==> src/rtl/core/hdlc_frame_receiver_defines.svh <==
// assertion macros shared by the frame receiver
`ifndef HDLC_FRAME_RECEIVER_DEFINES_SVH
`define HDLC_FRAME_RECEIVER_DEFINES_SVH

// same-cycle implication, checked outside reset
`define HFR_ASSERT_IMP(lbl, clk, rstn, ante, cons, msg) \
  lbl: assert property (@(posedge clk) disable iff (!rstn) (ante) |-> (cons)) \
    else $error(msg);

// next-cycle implication, checked outside reset
`define HFR_ASSERT_NXT(lbl, clk, rstn, ante, cons, msg) \
  lbl: assert property (@(posedge clk) disable iff (!rstn) (ante) |=> (cons)) \
    else $error(msg);

`endif

==> src/rtl/core/hfr_pkg.sv <==
// types, codes and the crc step of the frame receiver
package hfr_pkg;

  localparam int CntW = 9;
  localparam int CrcW = 16;

  localparam logic [7:0]      FlagByte = 8'h7e;
  localparam logic [7:0]      EscByte  = 8'h7d;
  localparam logic [7:0]      EscXor   = 8'h20;
  localparam logic [CrcW-1:0] CrcStart = 16'hffff;
  localparam logic [CrcW-1:0] PolyRst  = 16'h1021;
  localparam logic [CntW-1:0] LenRst   = 9'd256;

  // configuration register indexes
  localparam logic CfgPoly   = 1'b0;
  localparam logic CfgMaxLen = 1'b1;

  typedef enum logic [1:0] {
    MODE_HUNT = 2'd0,
    MODE_ESC  = 2'd1,
    MODE_DATA = 2'd2
  } hfr_mode_e;

  typedef enum logic [1:0] {
    EV_DATA     = 2'd0,
    EV_GOOD     = 2'd1,
    EV_BADCRC   = 2'd2,
    EV_OVERFLOW = 2'd3
  } hfr_kind_e;

  // decision for one byte, from the decoder to the state and result registers
  typedef struct packed {
    logic            emit;
    hfr_kind_e       kind;
    logic [7:0]      value;
    logic [7:0]      index;
    logic [CntW-1:0] length;
    logic            cnt_clr;
    logic            cnt_inc;
    logic            crc_load;
    logic            crc_upd;
  } hfr_step_t;

  // msb-first crc over one byte
  function automatic logic [CrcW-1:0] crc_fold(input logic [CrcW-1:0] crc,
                                               input logic [7:0]      b,
                                               input logic [CrcW-1:0] poly);
    logic [CrcW-1:0] c;
    c = crc ^ {b, 8'h00};
    for (int i = 0; i < 8; i++) begin
      if (c[CrcW-1]) begin
        c = {c[CrcW-2:0], 1'b0} ^ poly;
      end else begin
        c = {c[CrcW-2:0], 1'b0};
      end
    end
    return c;
  endfunction

endpackage

==> src/rtl/core/hdlc_frame_receiver.sv <==
// byte-stuffed frame receiver with crc-16 check, top level
//
//   channel  direction  handshake               payload
//   in       to block   in_valid_i/in_stall_o   rx_byte_i, restart_i
//   out      from block out_valid_o/out_stall_i event_kind_o, byte_value_o,
//                                               byte_index_o, frame_length_o
//   cfg      to block   cfg_we_i                cfg_idx_i, cfg_wdata_i
//
// one byte per cycle while the input register is not stalled: a request is captured
// in the input register, and the decode plus one 8-step crc fold settle before the
// state and result registers; bytes that give no result (hunt bytes, flags that
// open, escapes) only update the state.
// reset is asynchronous: hunt mode, count zero, crc 0xffff, registers at default.
// a held result stalls the input register only when its byte also has a result.
`include "hdlc_frame_receiver_defines.svh"

module hdlc_frame_receiver #(
  parameter int MAX_FRAME = 256
) (
  input  logic                       clk_i,
  input  logic                       rst_ni,
  // input bytes
  input  logic                       in_valid_i,
  output logic                       in_stall_o,
  input  logic [7:0]                 rx_byte_i,
  input  logic                       restart_i,
  // result events
  output logic                       out_valid_o,
  input  logic                       out_stall_i,
  output logic [1:0]                 event_kind_o,
  output logic [7:0]                 byte_value_o,
  output logic [7:0]                 byte_index_o,
  output logic [hfr_pkg::CntW-1:0]   frame_length_o,
  // configuration writes
  input  logic                       cfg_we_i,
  input  logic                       cfg_idx_i,
  input  logic [hfr_pkg::CrcW-1:0]   cfg_wdata_i
);

  localparam int CntMax = (1 << hfr_pkg::CntW) - 1;
  localparam int CapInt = (MAX_FRAME > CntMax) ? CntMax : MAX_FRAME;
  localparam logic [hfr_pkg::CntW-1:0] LimitCap = hfr_pkg::CntW'(CapInt);

  logic [hfr_pkg::CrcW-1:0] poly_q;
  logic [hfr_pkg::CntW-1:0] max_len_q;
  logic [hfr_pkg::CntW-1:0] limit;

  hfr_pkg::hfr_mode_e       mode_q, mode_d;
  logic [hfr_pkg::CntW-1:0] count_q, count_d;
  logic [hfr_pkg::CrcW-1:0] crc_q, crc_d;

  logic                     in_vld_q;
  logic [7:0]               in_byte_q;
  logic                     in_restart_q;

  logic                     out_vld_q;
  hfr_pkg::hfr_kind_e       out_kind_q;
  logic [7:0]               out_value_q;
  logic [7:0]               out_index_q;
  logic [hfr_pkg::CntW-1:0] out_len_q;

  hfr_pkg::hfr_step_t       step;
  logic                     out_free;
  logic                     advance;
  logic                     in_take;

  // configuration registers
  always_ff @(posedge clk_i or negedge rst_ni) begin
    if (!rst_ni) begin
      poly_q    <= hfr_pkg::PolyRst;
      max_len_q <= hfr_pkg::LenRst;
    end else if (cfg_we_i) begin
      unique case (cfg_idx_i)
        hfr_pkg::CfgPoly:   poly_q    <= cfg_wdata_i;
        hfr_pkg::CfgMaxLen: max_len_q <= cfg_wdata_i[hfr_pkg::CntW-1:0];
        default:            poly_q    <= poly_q;
      endcase
    end
  end

  // length limit clamped to the build-time maximum
  assign limit = (max_len_q > LimitCap) ? LimitCap : max_len_q;

  // deframing decision for the registered byte
  hfr_decode u_decode (
    .mode_i      (mode_q),
    .rx_byte_i   (in_byte_q),
    .restart_i   (in_restart_q),
    .count_i     (count_q),
    .crc_i       (crc_q),
    .limit_i     (limit),
    .mode_next_o (mode_d),
    .step_o      (step)
  );

  // handshake between input register and result register
  assign out_free   = !out_vld_q || !out_stall_i;
  assign advance    = in_vld_q && (!step.emit || out_free);
  assign in_stall_o = in_vld_q && !advance;
  assign in_take    = in_valid_i && !in_stall_o;

  // count and crc updates
  always_comb begin
    count_d = count_q;
    crc_d   = crc_q;
    if (step.cnt_clr) begin
      count_d = '0;
    end else if (step.cnt_inc) begin
      count_d = count_q + 1'b1;
    end
    if (step.crc_load) begin
      crc_d = hfr_pkg::CrcStart;
    end else if (step.crc_upd) begin
      crc_d = hfr_pkg::crc_fold(crc_q, step.value, poly_q);
    end
  end

  // frame state
  always_ff @(posedge clk_i or negedge rst_ni) begin
    if (!rst_ni) begin
      mode_q  <= hfr_pkg::MODE_HUNT;
      count_q <= '0;
      crc_q   <= hfr_pkg::CrcStart;
    end else if (advance) begin
      mode_q  <= mode_d;
      count_q <= count_d;
      crc_q   <= crc_d;
    end
  end

  // input register valid
  always_ff @(posedge clk_i or negedge rst_ni) begin
    if (!rst_ni) begin
      in_vld_q <= 1'b0;
    end else if (in_take) begin
      in_vld_q <= 1'b1;
    end else if (advance) begin
      in_vld_q <= 1'b0;
    end
  end

  // input register payload
  always_ff @(posedge clk_i) begin
    if (in_take) begin
      in_byte_q    <= rx_byte_i;
      in_restart_q <= restart_i;
    end
  end

  // result register valid
  always_ff @(posedge clk_i or negedge rst_ni) begin
    if (!rst_ni) begin
      out_vld_q <= 1'b0;
    end else if (out_free) begin
      out_vld_q <= advance && step.emit;
    end
  end

  // result register payload
  always_ff @(posedge clk_i) begin
    if (out_free && advance && step.emit) begin
      out_kind_q  <= step.kind;
      out_value_q <= step.value;
      out_index_q <= step.index;
      out_len_q   <= step.length;
    end
  end

  assign out_valid_o    = out_vld_q;
  assign event_kind_o   = out_kind_q;
  assign byte_value_o   = out_value_q;
  assign byte_index_o   = out_index_q;
  assign frame_length_o = out_len_q;

  // checks
  `HFR_ASSERT_IMP(a_stall_cause, clk_i, rst_ni, in_stall_o,
                  in_vld_q && out_vld_q && out_stall_i, "input stalled without a held result")
  `HFR_ASSERT_NXT(a_count_step, clk_i, rst_ni,
                  advance && step.emit && (step.kind == hfr_pkg::EV_DATA),
                  count_q == $past(count_q) + 1'b1, "data byte did not advance the count")
  `HFR_ASSERT_NXT(a_end_hunt, clk_i, rst_ni,
                  advance && step.emit && (step.kind != hfr_pkg::EV_DATA),
                  mode_q == hfr_pkg::MODE_HUNT, "frame end did not return to hunt")

endmodule

==> src/rtl/core/hfr_decode.sv <==
// per-byte deframing decision: next mode, event and counter/crc controls
module hfr_decode (
  input  hfr_pkg::hfr_mode_e                mode_i,
  input  logic [7:0]                        rx_byte_i,
  input  logic                              restart_i,
  input  logic [hfr_pkg::CntW-1:0]          count_i,
  input  logic [hfr_pkg::CrcW-1:0]          crc_i,
  input  logic [hfr_pkg::CntW-1:0]          limit_i,
  output hfr_pkg::hfr_mode_e                mode_next_o,
  output hfr_pkg::hfr_step_t                step_o
);

  hfr_pkg::hfr_mode_e mode_eff;
  logic               is_flag;
  logic               is_esc;
  logic               full;

  // restart forces hunt before the byte is looked at
  assign mode_eff = restart_i ? hfr_pkg::MODE_HUNT : mode_i;
  assign is_flag  = (rx_byte_i == hfr_pkg::FlagByte);
  assign is_esc   = (rx_byte_i == hfr_pkg::EscByte);
  assign full     = (count_i >= limit_i);

  // next mode
  always_comb begin
    unique case (mode_eff)
      hfr_pkg::MODE_ESC: begin
        mode_next_o = full ? hfr_pkg::MODE_HUNT : hfr_pkg::MODE_DATA;
      end
      hfr_pkg::MODE_DATA: begin
        priority if (is_flag) begin
          mode_next_o = hfr_pkg::MODE_HUNT;
        end else if (is_esc) begin
          mode_next_o = hfr_pkg::MODE_ESC;
        end else begin
          mode_next_o = full ? hfr_pkg::MODE_HUNT : hfr_pkg::MODE_DATA;
        end
      end
      default: begin
        // hunt, and the unused code
        mode_next_o = is_flag ? hfr_pkg::MODE_DATA : hfr_pkg::MODE_HUNT;
      end
    endcase
  end

  // event and state controls
  always_comb begin
    logic       store;
    logic [7:0] sval;
    step_o = '0;
    step_o.kind = hfr_pkg::EV_DATA;
    store = 1'b0;
    sval  = rx_byte_i;
    unique case (mode_eff)
      hfr_pkg::MODE_ESC: begin
        store = 1'b1;
        sval  = rx_byte_i ^ hfr_pkg::EscXor;
      end
      hfr_pkg::MODE_DATA: begin
        priority if (is_flag) begin
          step_o.emit   = 1'b1;
          step_o.kind   = (crc_i == '0) ? hfr_pkg::EV_GOOD : hfr_pkg::EV_BADCRC;
          step_o.length = count_i;
        end else if (is_esc) begin
          store = 1'b0;
        end else begin
          store = 1'b1;
        end
      end
      default: begin
        // opening flag clears the frame state
        step_o.cnt_clr  = is_flag;
        step_o.crc_load = is_flag;
      end
    endcase

    // store one unstuffed byte, or abort when the frame is full
    if (store) begin
      step_o.emit = 1'b1;
      if (full) begin
        step_o.kind   = hfr_pkg::EV_OVERFLOW;
        step_o.length = count_i;
      end else begin
        step_o.kind    = hfr_pkg::EV_DATA;
        step_o.value   = sval;
        step_o.index   = count_i[7:0];
        step_o.cnt_inc = 1'b1;
        step_o.crc_upd = 1'b1;
      end
    end
  end

endmodule
==> config.mk <==
export PLATFORM = sky130hd
export DESIGN_NAME = hdlc_frame_receiver
export DESIGN_NICKNAME = d
export VERILOG_FILES = /design/src/rtl/core/hfr_pkg.sv /design/src/rtl/core/hdlc_frame_receiver.sv /design/src/rtl/core/hfr_decode.sv
export VERILOG_INCLUDE_DIRS = /design/src /design/src/rtl/core
export SDC_FILE = /design/constraint.sdc
export NUM_CORES = 1
export LEC_CHECK = 0
export ABC_AREA = 1
export ABC_CLOCK_PERIOD_IN_PS = 3900
export BUFFER_PORTS_ARGS = -buffer_cell sky130_fd_sc_hd__buf_2
export CORE_AREA = 2 2 138 106
export CTS_CLUSTER_DIAMETER = 40
export DETAILED_ROUTE_END_ITERATION = 7
export DIE_AREA = 0 0 140 108
export PLACE_DENSITY_LB_ADDON = 0.3
export SLEW_MARGIN = 25
export SYNTH_ARGS = -nofsm -noshare
export SYNTH_HDL_FRONTEND = slang
export SYNTH_SLANG_ARGS = --single-unit
==> constraint.sdc <==
create_clock -name clk_i -period 3.9 [get_ports clk_i]
set_input_delay 0 -clock clk_i [delete_from_list [all_inputs] [get_ports clk_i]]
set_output_delay 0 -clock clk_i [all_outputs]
set_load 0.02 [all_outputs]
# ---- Yosys cells after proc, flatten, opt, wreduce, memory -nomap -nowiden
# Index checks and enable logic that the tools add are counted.
dict set report totals {
  reg_bits 90
  latchBits 0
  mem_bits_rw 0
  rom_bits 0
  input_bits 31
  mem_count 0
}
dict set report classes {
  addsub 1
  multipliers 0
  div_mod_pow 0
  magnitude_cmp 2
  n_eq_ne 4
  shift 0
  mux 51
  n_bitwise 12
  reduce_logical 21
}
# op count
set ops {}
lappend ops {{2-to-1 mux 16 bit} 25}
lappend ops {{bitwise XOR 16 bit} 9}
lappend ops {{2-to-1 mux 9 bit} 6}
lappend ops {{2-to-1 mux 28 bit} 1}
lappend ops {{equality test 8 x 7 -> 1 bit (second input constant)} 2}
lappend ops {{zero test 16 bit} 1}
lappend ops {{2-to-1 mux 2 bit} 7}
lappend ops {{adder 9 x 1 -> 9 bit (second input constant)} 1}
lappend ops {{greater-or-equal comparator 9 bit} 1}
lappend ops {{greater-than comparator 9 bit (second input constant)} 1}
lappend ops {{2-to-1 mux 1 bit} 7}
lappend ops {{logical AND 1 bit} 6}
lappend ops {{2-to-1 mux 3 bit} 2}
lappend ops {{2-to-1 mux 6 bit} 1}
lappend ops {{AND reduction 2 bit} 3}
lappend ops {{zero test 1 bit} 5}
lappend ops {{case mux 2 bit (2 select lines)} 1}
lappend ops {{nonzero test 2 bit} 2}
lappend ops {{OR reduction 2 bit} 2}
lappend ops {{inverter 1 bit} 3}
lappend ops {{equality test 2 x 1 -> 1 bit (second input constant)} 1}
lappend ops {{equality test 2 bit (second input constant)} 1}
lappend ops {{logical OR 1 bit} 2}
lappend ops {{case mux 1 bit (2 select lines)} 1}

# ---- Depth between registers and ports, before layout
# Gate-level depths: netlist (run 1).
dict set report depth {
  depth_word 38
  depth_mapped 44
  mapped_depth_nobuf 42
}

# ---- Hierarchy
# From an unflattened synthesis (run 1), not the netlist that was laid out.
dict set report unflattened {
  cells_unflattened 1059
  hier_area_um2 7081.8
}
# module instances cells_each area_per_inst_um2
set by_module_without_submodules {}
lappend by_module_without_submodules {hdlc_frame_receiver 1 864 6070.8}
lappend by_module_without_submodules {hfr_decode 1 195 1011.0}

# ---- Worst setup path after synthesis (run 1)
# OpenSTA, ideal clock, no wires.
dict set report synth_path {
  kind {register to register}
  startpoint {register max_len_q[0] (netlist bit)}
  endpoint {register crc_q[15] (netlist bit)}
  setup_time_ps 58
  t_arrival_ps 4118
  required_time_ps 3842
  path_slack_ps -276
  path_stages_with_launch 39
  path_buffers 4
  synth_period_minus_slack_ps 4176
  cell_sequence {dfrtp_1 -> nor4_1 -> a21oi_1 -> inv_1 -> nand2_1 -> ha_1 -> nand2_1 -> inv_1 -> nand2_1 -> nand3_1 -> nand2_1 -> nand2_2 -> nor2_2 -> nand2_1 -> nand2_1 -> nand2_2 -> buf_4 -> nand3_1 -> (+3 left out) -> nand3_4 -> nand3_2 -> nand2_2 -> nand3_2 -> nand2_2 -> inv_2 -> nor2_8 -> nand3_2 -> nand2_2 -> buf_6 -> nand3_1 -> nand2_1 -> buf_6 -> buf_6 -> nand3_1 -> nand3_1 -> nand2_1 -> inv_1}
}
dict set report synth_between {
  elab_chain_cells 37
}
# element line_no
set synth_lines {}
lappend synth_lines {{start, declared} hdlc_frame_receiver.sv:45} ;# logic [hfr_pkg::CntW-1:0] max_len_q;
lappend synth_lines {{start signal, assigned} hdlc_frame_receiver.sv:71} ;# max_len_q <= hfr_pkg::LenRst;
lappend synth_lines {{start signal, assigned} hdlc_frame_receiver.sv:75} ;# hfr_pkg::CfgMaxLen: max_len_q <= cfg_wdata_i[hfr_pkg::CntW-1:0];
lappend synth_lines {{greater-than comparator 9 bit} hdlc_frame_receiver.sv:82} ;# assign limit = (max_len_q > LimitCap) ? LimitCap : max_len_q;
lappend synth_lines {{2-to-1 mux 9 bit *} hdlc_frame_receiver.sv:82}
lappend synth_lines {{greater-or-equal comparator 9 bit *} hfr_decode.sv:22} ;# assign full = (count_i >= limit_i);
lappend synth_lines {{2-to-1 mux 16 bit} hfr_decode.sv:80} ;# if (full) begin
lappend synth_lines {{2-to-1 mux 28 bit} hfr_decode.sv:78} ;# if (store) begin
lappend synth_lines {{bitwise XOR 16 bit} hfr_pkg.sv:49} ;# c = crc ^ {b, 8'h00};
lappend synth_lines {{2-to-1 mux 16 bit / bitwise XOR 16 bit (equally long branches)} {hfr_pkg.sv:51, hfr_pkg.sv:52}}
lappend synth_lines {{2-to-1 mux 16 bit (on tied branches)} {hdlc_frame_receiver.sv:113, hfr_pkg.sv:51}}
lappend synth_lines {{(+21 left out)} --}
lappend synth_lines {{bitwise XOR 16 bit / 2-to-1 mux 16 bit (equally long branches)} {hfr_pkg.sv:52, hdlc_frame_receiver.sv:111}}
lappend synth_lines {{2-to-1 mux 16 bit / bitwise XOR 16 bit (equally long branches)} {hfr_pkg.sv:51, hfr_pkg.sv:52}}
lappend synth_lines {{2-to-1 mux 16 bit (on tied branches)} {hdlc_frame_receiver.sv:113, hfr_pkg.sv:51}}
lappend synth_lines {{2-to-1 mux 16 bit (on tied branches)} {hdlc_frame_receiver.sv:111, hdlc_frame_receiver.sv:113}}
lappend synth_lines {{bitwise XOR 16 bit / 2-to-1 mux 16 bit (equally long branches)} {hfr_pkg.sv:52, hdlc_frame_receiver.sv:111}}
lappend synth_lines {{2-to-1 mux 16 bit} hfr_pkg.sv:51} ;# if (c[CrcW-1]) begin
lappend synth_lines {{2-to-1 mux 16 bit} hdlc_frame_receiver.sv:113} ;# end else if (step.crc_upd) begin
lappend synth_lines {{2-to-1 mux 16 bit} hdlc_frame_receiver.sv:111} ;# if (step.crc_load) begin
lappend synth_lines {{end signal, assigned} hdlc_frame_receiver.sv:123} ;# crc_q <= hfr_pkg::CrcStart;
lappend synth_lines {{end signal, assigned} hdlc_frame_receiver.sv:127} ;# crc_q <= crc_d;
lappend synth_lines {{end, declared} hdlc_frame_receiver.sv:50} ;# logic [hfr_pkg::CrcW-1:0] crc_q, crc_d;
# Every way passes the cells marked *; elsewhere a longest branch is shown, timed or not. The select of a mux whose other input is x is not followed.
# A chain may end at the register's enable or synchronous reset.

# ---- Final worst setup path (run 1)
dict set report layout_path {
  startpoint {register max_len_q[0] (netlist bit)}
  endpoint {register crc_q[14] (netlist bit)}
}
# Same word-level chain as after synthesis.

==> results of run 1 <==
==> registers in the layout, indices dropped and copies added, names as in the netlist <==
name and flops:
byte_index_o 8, byte_value_o 8, count_q 9, crc_q 16, event_kind_o 2, frame_length_o 9
in_byte_q 8, in_restart_q 1, in_vld_q 1, max_len_q 9, mode_q 2, out_valid_o 1
poly_q 16
==> layer usage <==
layer / track usage [%] / vias to the layer above
met5: 0 / -
met3: 4.34 / 25
met2: 41.0 / 187
met4: 5.19 / 0
li1: - / 3339
met1: 34.5 / 3085
==> path summary, 6_finish.rpt <==
check,to,slack [ns],cells after the start
setup / recovery,crc_q[14]$_DFFE_PN1P_,-0.77,41
hold / removal,max_len_q[8]$_DFFE_PN1P_,0.24,4
setup reg to reg,crc_q[14]$_DFFE_PN1P_,-0.77,41
hold reg to reg,max_len_q[8]$_DFFE_PN1P_,0.50,2
max in group asynchronous,mode_q[0]$_DFFE_PN0P_,3.09,3
min in group asynchronous,poly_q[2]$_DFFE_PN0P_,0.31,3
==> cell usage in the layout (no fill, tap or decap), types with 12 or more instances in the layout <==
| cell | netlist | layout |
|---|---|---|
| sky130_fd_sc_hd__buf_2 | 13 | 59 |
| sky130_fd_sc_hd__buf_4 | 3 | 64 |
| sky130_fd_sc_hd__clkbuf_16 | 0 | 12 |
| sky130_fd_sc_hd__dfrtp_1 | 34 | 34 |
| sky130_fd_sc_hd__dfstp_2 | 20 | 20 |
| sky130_fd_sc_hd__dlygate4sd3_1 | 0 | 28 |
| sky130_fd_sc_hd__edfxtp_1 | 36 | 36 |
| sky130_fd_sc_hd__inv_1 | 151 | 142 |
| sky130_fd_sc_hd__inv_2 | 8 | 14 |
| sky130_fd_sc_hd__nand2_1 | 330 | 277 |
| sky130_fd_sc_hd__nand2_2 | 11 | 42 |
| sky130_fd_sc_hd__nand2_4 | 2 | 20 |
| sky130_fd_sc_hd__nand3_1 | 114 | 88 |
| sky130_fd_sc_hd__nand3_2 | 8 | 21 |
| sky130_fd_sc_hd__nand3_4 | 1 | 14 |
| sky130_fd_sc_hd__nor2_1 | 86 | 73 |
| sky130_fd_sc_hd__o21ai_0 | 40 | 38 |
| sky130_fd_sc_hd__xor2_1 | 31 | 28 |
==> worst max-delay path: cells and delay by family (launching register included) <==
family          cells  cell delay (ns)
simple gates       31             3.04
buf+inv             8             0.74
flops               1             0.40
fa+ha+maj           1             0.29
compound gates      1             0.10
==> logic make-up (layout without fill, tap and decap cells) <==
group	count (synthesis)	after routing	synth area share, %
compound gates	59	59	4.72
simple gates	583	583	37.7
mux	3	3	0.500
xor+xnor	47	47	6.43
fa+ha+maj	12	12	2.22
buf+inv	200	343	12.1
flops	90	90	36.4
==> final cells by class <==
cell class              count  area share, %
well taps                 175           2.38
clock buffers              12           3.14
repair buffers            168           14.7
inverters                 159           6.56
multi-input cells         704           46.0
clock inverters             4          0.570
flip-flops and latches     90           26.7
==> power by group through the flow <==
stage	combinational [mW]	sequential, mW	clock [mW]
after global routing	4.00	1.18	1.01
after floorplan	1.99	1.10	0
after detailed placement	2.56	1.17	0
after CTS	3.27	1.16	0.970
after global placement	2.51	1.17	0
final	3.61	1.18	0.958
==> per-stage QoR <==
step / setup slack (ns) / utilization (%) / hold slack (ns)
5_1_grt: -1.02 / 67.5 / 0.304
6_report: -0.772 / 67.5 / 0.242
4_1_cts: -0.592 / 64.5 / 0.218
2_1_floorplan: -0.234 / - / -0.296
3_3_place_gp: -0.644 / 56.1 / 0.176
3_5_place_dp: -0.777 / 56.1 / 0.170
==> timing repair <==
item,CTS,global route
pin swaps,21,75
endpoints found under the hold margin,70,0
gates cloned,3,1
setup endpoints to repair,16,16
gates resized for setup,76,93
buffers inserted,9,7
hold buffers,28,0
==> Flow_metrics.wiki, run 1 <==
{| class="wikitable"
! Metric !! Value
|-
| Initial antenna violation count || 0
|-
| Total clock sinks || 90
|-
| Final Critical Period || roughly 4.7 ns
|-
| Placed wire-length estimate after detailed placement || between 10000 and 15000 µm
|-
| Final std cells w/o fill || 1312
|-
| Gate power share || a little over three fifths
|-
| Leading cell types by count after synthesis || sky130_fd_sc_hd__nand2_1 (330), sky130_fd_sc_hd__inv_1 (151), sky130_fd_sc_hd__nand3_1 (114)
|-
| Number of register bits inferred by synthesis || 90
|-
| Amount of wire on met3 after detailed routing || 1080 µm
|-
| Congestion Overflow GR || 0
|-
| Overall Global Routing Usage || around 25%
|-
| Int Pwr || between 3 and 4 mW
|-
| HP Class || in2reg
|-
| Aggregate negative setup slack || -11.69 ns
|-
| Clk_skew || between 0.01 and 0.015 ns
|-
| Synth-to-Final Area Change || 36.5%
|-
| Type of the worst setup path || reg2reg
|-
| WL/cell || around 14 µm
|-
| Clock network latency to the later pin of the worst-skew pair || approximately 0.34 ns
|-
| Post-synth ARST share || 60.0%
|-
| Crit path DAT || ~5.0 ns
|-
| Worst setup margin || -0.772 ns
|-
| Routability-driven placement congestion ratio || about 0.86
|-
| Initial core utilization || around half
|-
| Number of fillers in the final layout || between 1000 and 1500
|-
| Largest area contributor in the synthesized netlist || sky130_fd_sc_hd__nand2_1
|-
| WL met1 || 8620 µm
|-
| Switching power as a share of total power || between 40% and 50%
|-
| Cell count after synthesis || 994
|-
| Number of antenna diodes || 0
|-
| Remaining max-slew budget at the tightest pin || approximately 34%
|-
| Post-CTS clock slew at the launch and capture registers of the worst setup and hold paths || approximately 0.070 ns
|-
| Post-route cell area || approximately 9000 µm²
|-
| Mapped Avg Cell Area || between 6 and 7 µm²
|-
| Total vias in the final route || approximately 6600
|-
| Top layer in use || met4
|-
| Number of input and output port buffers inserted || 59
|-
| CTS tree || built
|-
| Maximum number of pins on one net before global-route repair || between 50 and 60
|-
| Cell count after placement || 1250
|-
| Crit Path Max Fanout || 8
|-
| Core box area || about 14000 µm²
|-
| Via count normalized by instance count || between 5 and 6
|-
| Via count of the first global-routing pass || roughly 6200
|-
| Fin crit share || 120%
|-
| Final Max Slew Viols || 0
|-
| Part of the total power dissipated in sequential elements || between 20% and 30%
|-
| Worst vdd rail ir drop || roughly 0.00034 V
|-
| Leakage power summed over all cells || 4.75 nW
|-
| Remaining number of nets flagged by the antenna check after routing || 0
|-
| Net count after synthesis || 1037
|-
| Number of clock buffers inserted by TritonCTS || 9
|-
| Most common flop cell mapped by yosys || sky130_fd_sc_hd__edfxtp_1
|-
| Beginning of the worst hold path || cfg_we_i
|-
| Most frequently used cell type in the post-synthesis netlist || sky130_fd_sc_hd__nand2_1
|-
| CP Data Required Time || 4.17 ns
|-
| Worst setup path start || max_len_q[0]$_DFFE_PN0P_
|-
| Achievable clock frequency || around 0.21 GHz
|-
| Cell Rows || 37
|-
| Multi-input logic area || ~4200 µm²
|-
| Residual DRC count || 6
|-
| Max incr delay on CP || around 0.40 ns
|-
| Run status || complete, but fails checks
|-
| Number of distinct library cells after synthesis || 37
|-
| Wire length of the first global-routing pass || roughly 30000 µm
|-
| Clock Tree Root || sky130_fd_sc_hd__clkbuf_16
|-
| Fraction of the yosys area taken by sequential cells || 36.4%
|-
| Die outline height || approximately 110 µm
|-
| FF+latch area || 2460 µm²
|-
| Maxcap violations || 0
|-
| Total die area || approximately 15000 µm²
|-
| Number of violations reported at the end of detailed-routing iteration 0 || around 430
|-
| Iteration count of the initial detailed-routing pass || 8
|-
| Number of flops mapped to enable cells by yosys || 36
|-
| Hold Vio Cnt, Final || 0
|-
| Ports || 60
|-
| Top cells by area, synth || sky130_fd_sc_hd__nand2_1 (18%), sky130_fd_sc_hd__edfxtp_1 (16%), sky130_fd_sc_hd__dfrtp_1 (13%)
|-
| Detail Route met2 WL || roughly 8800 µm
|-
| Switching Power || roughly 2.6 mW
|-
| Post-layout nets || 1175
|-
| Overall Power || 5.74 mW
|-
| Maximum count of clock buffers along a single path || 2
|-
| Slowest stage cell on the critical path || sky130_fd_sc_hd__dfrtp_1
|-
| Kind of capture point of the worst setup path || register
|-
| Library cell appearing most often on the critical path || sky130_fd_sc_hd__nand2_2
|-
| Unrepaired setup endpoints after global routing || yes
|-
| Worst r2r src || max_len_q[0]$_DFFE_PN0P_
|-
| H-tree Lvls || 3
|-
| Critical Path Source Type || register
|-
| Post-placement cell area || 7660 µm²
|-
| Yosys warns || 0
|-
| Post-detailed-routing wire length || 18700 µm
|-
| Area share of the largest cell type after synthesis || 18.3%
|-
| Slew at the pin with the worst max-slew slack || 0.991 ns
|-
| Total setup violations reported at the end of the flow || 16
|-
| Cell area after synthesis || around 6800 µm²
|-
| Violated checks || design-rule violations, negative setup slack
|-
| P per Cell Area || just over 600 nW/µm²
|-
| Clock network fraction of design power || 16.7%
|-
| Die span in x || ~140 µm
|-
| Layout cell share with drive strength beyond 1 || a little under a third
|}
(Power assumes the default switching activity.)
==> run 2: changes to the inputs <==
--- a/config.mk
+++ b/config.mk
@@ -6,13 +6,13 @@
 export SDC_FILE = /design/constraint.sdc
 export NUM_CORES = 1
 export LEC_CHECK = 0
-export ABC_AREA = 1
-export ABC_CLOCK_PERIOD_IN_PS = 3900
+export ABC_AREA = 0
+export ABC_CLOCK_PERIOD_IN_PS = 4300
 export BUFFER_PORTS_ARGS = -buffer_cell sky130_fd_sc_hd__buf_2
-export CORE_AREA = 2 2 138 106
+export CORE_AREA = 2 2 137 106
 export CTS_CLUSTER_DIAMETER = 40
 export DETAILED_ROUTE_END_ITERATION = 7
-export DIE_AREA = 0 0 140 108
+export DIE_AREA = 0 0 139 108
 export PLACE_DENSITY_LB_ADDON = 0.3
 export SLEW_MARGIN = 25
 export SYNTH_ARGS = -nofsm -noshare
==> constraint.sdc (replaced) <==
create_clock -name clk_i -period 4.3 [get_ports clk_i]
set_input_delay 0.215 -clock clk_i [delete_from_list [all_inputs] [get_ports clk_i]]
set_output_delay 0.215 -clock clk_i [all_outputs]
set_load 0.02 [all_outputs]
==> run 2 against run 1 <==
Compared with the run above:
- the run ends with negative setup slack left
- cell count shrank 17%
- via count shrank 2.3%
- sequential power shrank 7%
- hold slack lost 0.20 ns
- clock power shrank 15%
- global-route usage grew 2.9 points
- die area shrank 0.71%
- non-clock buffer count grew 16
- wire length grew 13%
- sequential cell count is the same
- critical path type unchanged
- critical endpoint is now crc_q[8]$_DFFE_PN1P_
- largest power group unchanged
==> Flow_metrics.wiki, run 2 <==
{| class="wikitable"
! Metric !! Value
|-
| Remaining number of nets flagged by the antenna check after routing || 0
|-
| Die outline height || between 100 and 150 µm
|-
| Complex-gate fraction of the synthesized area || approximately 17%
|-
| Final std cells w/o fill || around 1100
|-
| Hold Vio Cnt, Final || 0
|-
| Global Route met2 Usage || between 40% and 50%
|-
| Maximum count of clock buffers along a single path || 2
|-
| Grt met1 use || approximately 38%
|-
| Top cells by area, synth || sky130_fd_sc_hd__edfxtp_1 (16%), sky130_fd_sc_hd__dfrtp_1 (13%), sky130_fd_sc_hd__xnor2_1 (11%)
|-
| Wire length of the first global-routing pass || 33100 µm
|-
| Aggregate negative setup slack || -13.43 ns
|-
| Number of input and output port buffers inserted || about 60
|-
| Number of fillers in the final layout || 1046
|-
| Leading cell type in the layout, fill and taps excluded || sky130_fd_sc_hd__nand2_1
|-
| Commonest cells after routing, fill and taps aside || sky130_fd_sc_hd__nand2_1 (126), sky130_fd_sc_hd__buf_4 (110), sky130_fd_sc_hd__xnor2_1 (72), sky130_fd_sc_hd__buf_2 (60), sky130_fd_sc_hd__nor2_1 (51)
|-
| WL/cell || 19.3 µm
|-
| Top flop regs || crc_q: 16 flops, poly_q: 16 flops
|-
| Crit Path Max Fanout || 8
|-
| Placed wire-length estimate after detailed placement || 14200 µm
|-
| Leakage power summed over all cells || approximately 3.7 nW
|-
| Post-CTS clock slew at the launch and capture registers of the worst setup and hold paths || approximately 0.07 ns
|-
| Beginning of the worst hold path || rx_byte_i[2]
|-
| Most common flop cell mapped by yosys || sky130_fd_sc_hd__edfxtp_1
|-
| Achievable clock frequency || 0.191 GHz
|-
| Largest area contributor in the synthesized netlist || sky130_fd_sc_hd__edfxtp_1
|-
| H-tree Lvls || 3
|-
| Basic-gate share of the synthesized area counting and, or, nand and nor cells || between 20% and 30%
|-
| Fin crit share || 122%
|-
| Violated checks || negative setup slack
|-
| Synth-to-Final Area Change || 33.9%
|-
| Total die area || between 15000 and 20000 µm²
|-
| Total clock sinks || 90
|-
| Type of the worst setup path || reg2reg
|-
| Int Pwr || roughly 2.8 mW
|-
| Post-synth ARST share || between 60% and 70%
|-
| Layout cell share with drive strength beyond 1 || between 30% and 40%
|-
| Cell count after placement || roughly 1100
|-
| Initial core utilization || between 40 and 50%
|-
| Slew at the pin with the worst max-slew slack || just over 0.8 ns
|-
| Overall Global Routing Usage || roughly 28%
|-
| Congestion Overflow GR || 0
|-
| Die span in x || 139 µm
|-
| Crit path DAT || 5.51 ns
|-
| Number of flops mapped to enable cells by yosys || 36
|-
| Number of antenna diodes || 0
|-
| Clock Tree Root || sky130_fd_sc_hd__clkbuf_16
|-
| Post-layout nets || 955
|-
| Final Critical Period || 5.23 ns
|-
| Clock network fraction of design power || around 17%
|-
| Kind of capture point of the worst setup path || register
|-
| Ports || 60
|-
| CTS tree || built
|-
| Maximum number of pins on one net before global-route repair || 52
|-
| Clock network latency to the later pin of the worst-skew pair || between 0.3 and 0.4 ns
|-
| Critical Path Source Type || register
|-
| Post-detailed-routing wire length || around 21000 µm
|-
| Via count normalized by instance count || between 5 and 6
|-
| Worst setup path start || max_len_q[8]$_DFFE_PN1P_
|-
| Gate power share || about three fifths
|-
| Multiplexer share of the synthesized area || around 3.3%
|-
| Final Max Slew Viols || 0
|-
| Global-route layer with the greatest usage || met2
|-
| Synthesized-area fraction occupied by xor and xnor cells || between 15 and 20%
|-
| Iteration count of the initial detailed-routing pass || 5
|-
| Cell area after synthesis || around 6700 µm²
|-
| Mapped Avg Cell Area || 8.76 µm²
|-
| Clk_skew || between 0.01 and 0.015 ns
|-
| Part of the total power dissipated in sequential elements || 22.4%
|-
| Worst r2r src || max_len_q[8]$_DFFE_PN1P_
|-
| Slowest stage cell on the critical path || sky130_fd_sc_hd__dfstp_2
|-
| Residual DRC count || 0
|-
| Run status || complete, but fails checks
|-
| Largest family of logic cells by synthesized area || simple AND/OR/NAND/NOR gates
|-
| Number of distinct library cells after synthesis || 79
|-
| CP Data Required Time || ~4.6 ns
|-
| Cell Rows || 37
|-
| Total setup violations reported at the end of the flow || 16
|-
| Net count after synthesis || approximately 810
|-
| Hold WS || approximately 0.042 ns
|-
| Met3 usage || 5.45%
|-
| Most frequently used cell type in the post-synthesis netlist || sky130_fd_sc_hd__nand2_1
|-
| Via count of the first global-routing pass || about 6400
|-
| Max incr delay on CP || around 0.57 ns
|-
| Fraction of the yosys area taken by sequential cells || between 30 and 40%
|-
| Initial antenna violation count || 0
|-
| Worst setup margin || -0.928 ns
|-
| Worst vdd rail ir drop || 0.000311 V
|-
| Switching power as a share of total power || 42.1%
|-
| Pre-CTS setup slack || -0.932 ns
|-
| Core box area || ~14000 µm²
|-
| Number of violations reported at the end of detailed-routing iteration 0 || approximately 570
|-
| Number of register bits inferred by synthesis || 90
|-
| Remaining max-slew budget at the tightest pin || a little under half
|-
| P per Cell Area || 548 nW/µm²
|-
| Yosys warns || 0
|-
| Arithmetic-cell share of the synthesized area counting full adders, half adders and majority gates || approximately 2.2%
|-
| Share of the core filled with cells || between 60% and 70%
|-
| Area share of the largest cell type after synthesis || approximately 16%
|-
| Routability-driven placement congestion ratio || 0.915
|-
| Leading cell types by count after synthesis || sky130_fd_sc_hd__nand2_1 (136), sky130_fd_sc_hd__xnor2_1 (84), sky130_fd_sc_hd__nor2_1 (56)
|-
| Number of clock buffers inserted by TritonCTS || 9
|-
| Critical path, cell by cell || clkinv_4 > nand2_4 > ha_4 > and4_4 > and3_4 > a2111o_1 > o21a_1 > buf_4 > a211oi_4 > or2_4 > xnor3_1 > a21oi_2 > xor2_2 > xnor3_2 > mux2i_4 > or3_4 > a31oi_2 > a31oi_4 > xnor2_1 > a21oi_1
|-
| Cell count after synthesis || about 760
|-
| HP Class || in2reg
|-
| Maxcap violations || 0
|-
| Unrepaired setup endpoints after global routing || yes
|-
| Switching Power || between 2 and 2.5 mW
|-
| Total vias in the final route || 6486
|}
-- run 2: cell types whose count changed in the layout (fill, tap and decap cells not counted), sizes merged, moves of 23 or more --
cell,change
nand2,-207
inv,-140
nand3,-105
xnor2,+68
buf,+43
nor2,-38
a31oi,+27
dlygate4sd3,-27
a21oi,+23
-- run 2: power by group through the flow --
stage / Clock, mW / Sequential [mW] / Combinational (mW)
global placement: 0 / 1.10 / 2.24
global route: 0.848 / 1.11 / 3.18
floorplan: 0 / 1.03 / 1.78
detailed placement: 0 / 1.10 / 2.30
CTS: 0.816 / 1.09 / 2.56
finish: 0.810 / 1.10 / 2.99
-- run 2: logic make-up after synthesis --
family                   count (synthesis)
AO/OA/AOI/OAI                          166
XOR/XNOR                               109
adder cells (fa/ha/maj)                 12
buffers and inverters                   64
flip-flops                              90
multiplexers                            20
AND/OR/NAND/NOR                        302
-- run 2: final timing paths --
kind	end	slack [ns]	depth (start not counted)
worst max register to register	crc_q[8]$_DFFE_PN1P_	-0.93	20
max in group asynchronous	poly_q[12]$_DFFE_PN1P_	3.09	3
worst min-delay path	in_byte_q[2]$_DFFE_PP_	0.04	1
worst min register to register	crc_q[2]$_DFFE_PN1P_	0.53	2
min in group asynchronous	count_q[3]$_DFFE_PN0P_	0.31	2
worst max-delay path	crc_q[8]$_DFFE_PN1P_	-0.93	20
-- run 2: area by class of cell --
cell class	instances	area, µm²	area share, %
Multi-Input combinational cell	611	4590	51.4
Sequential cell	90	2460	27.5
Timing Repair Buffer	184	1310	14.6
Clock buffer	9	225	2.52
Tap cell	175	219	2.45
Clock inverter	7	75.1	0.839
Inverter	16	65.1	0.727
-- run 2: metrics by stage --
| step | total power [mW] | cell area (µm²) |
|---|---|---|
| 2_1_floorplan | 2.81 | 6870 |
| 3_3_place_gp | 3.33 | 7950 |
| 3_5_place_dp | 3.40 | 7950 |
| 4_1_cts | 4.46 | 8580 |
| 5_1_grt | 5.13 | 8940 |
| 6_report | 4.90 | 8940 |
-- run 2: metal layers --
| metal | vias to the layer above | share of wire [%] |
|---|---|---|
| met5 | - | 0 |
| met4 | 0 | 2.1 |
| met2 | 304 | 47 |
| met1 | 3145 | 43 |
| met3 | 48 | 8.5 |
| li1 | 2989 | - |
-- run 2: worst max-delay path: cells and delay by family, from the launching register on --
family | cells | cell delay [ns]
flops | 1 | 0.57
mux | 1 | 0.25
compound gates | 7 | 1.59
xor+xnor | 4 | 1.18
buf+inv | 2 | 0.26
fa+ha+maj | 1 | 0.19
simple gates | 5 | 1.10
-- run 2: repair_timing --
action | in CTS | in global routing
gates resized for setup | 54 | 47
endpoints found under the hold margin | 15 | 0
pin swaps | 18 | 29
setup buffers | 5 | 13
cloned | 2 | 2
setup endpoints to repair | 16 | 16
hold buffers | 1 | 0
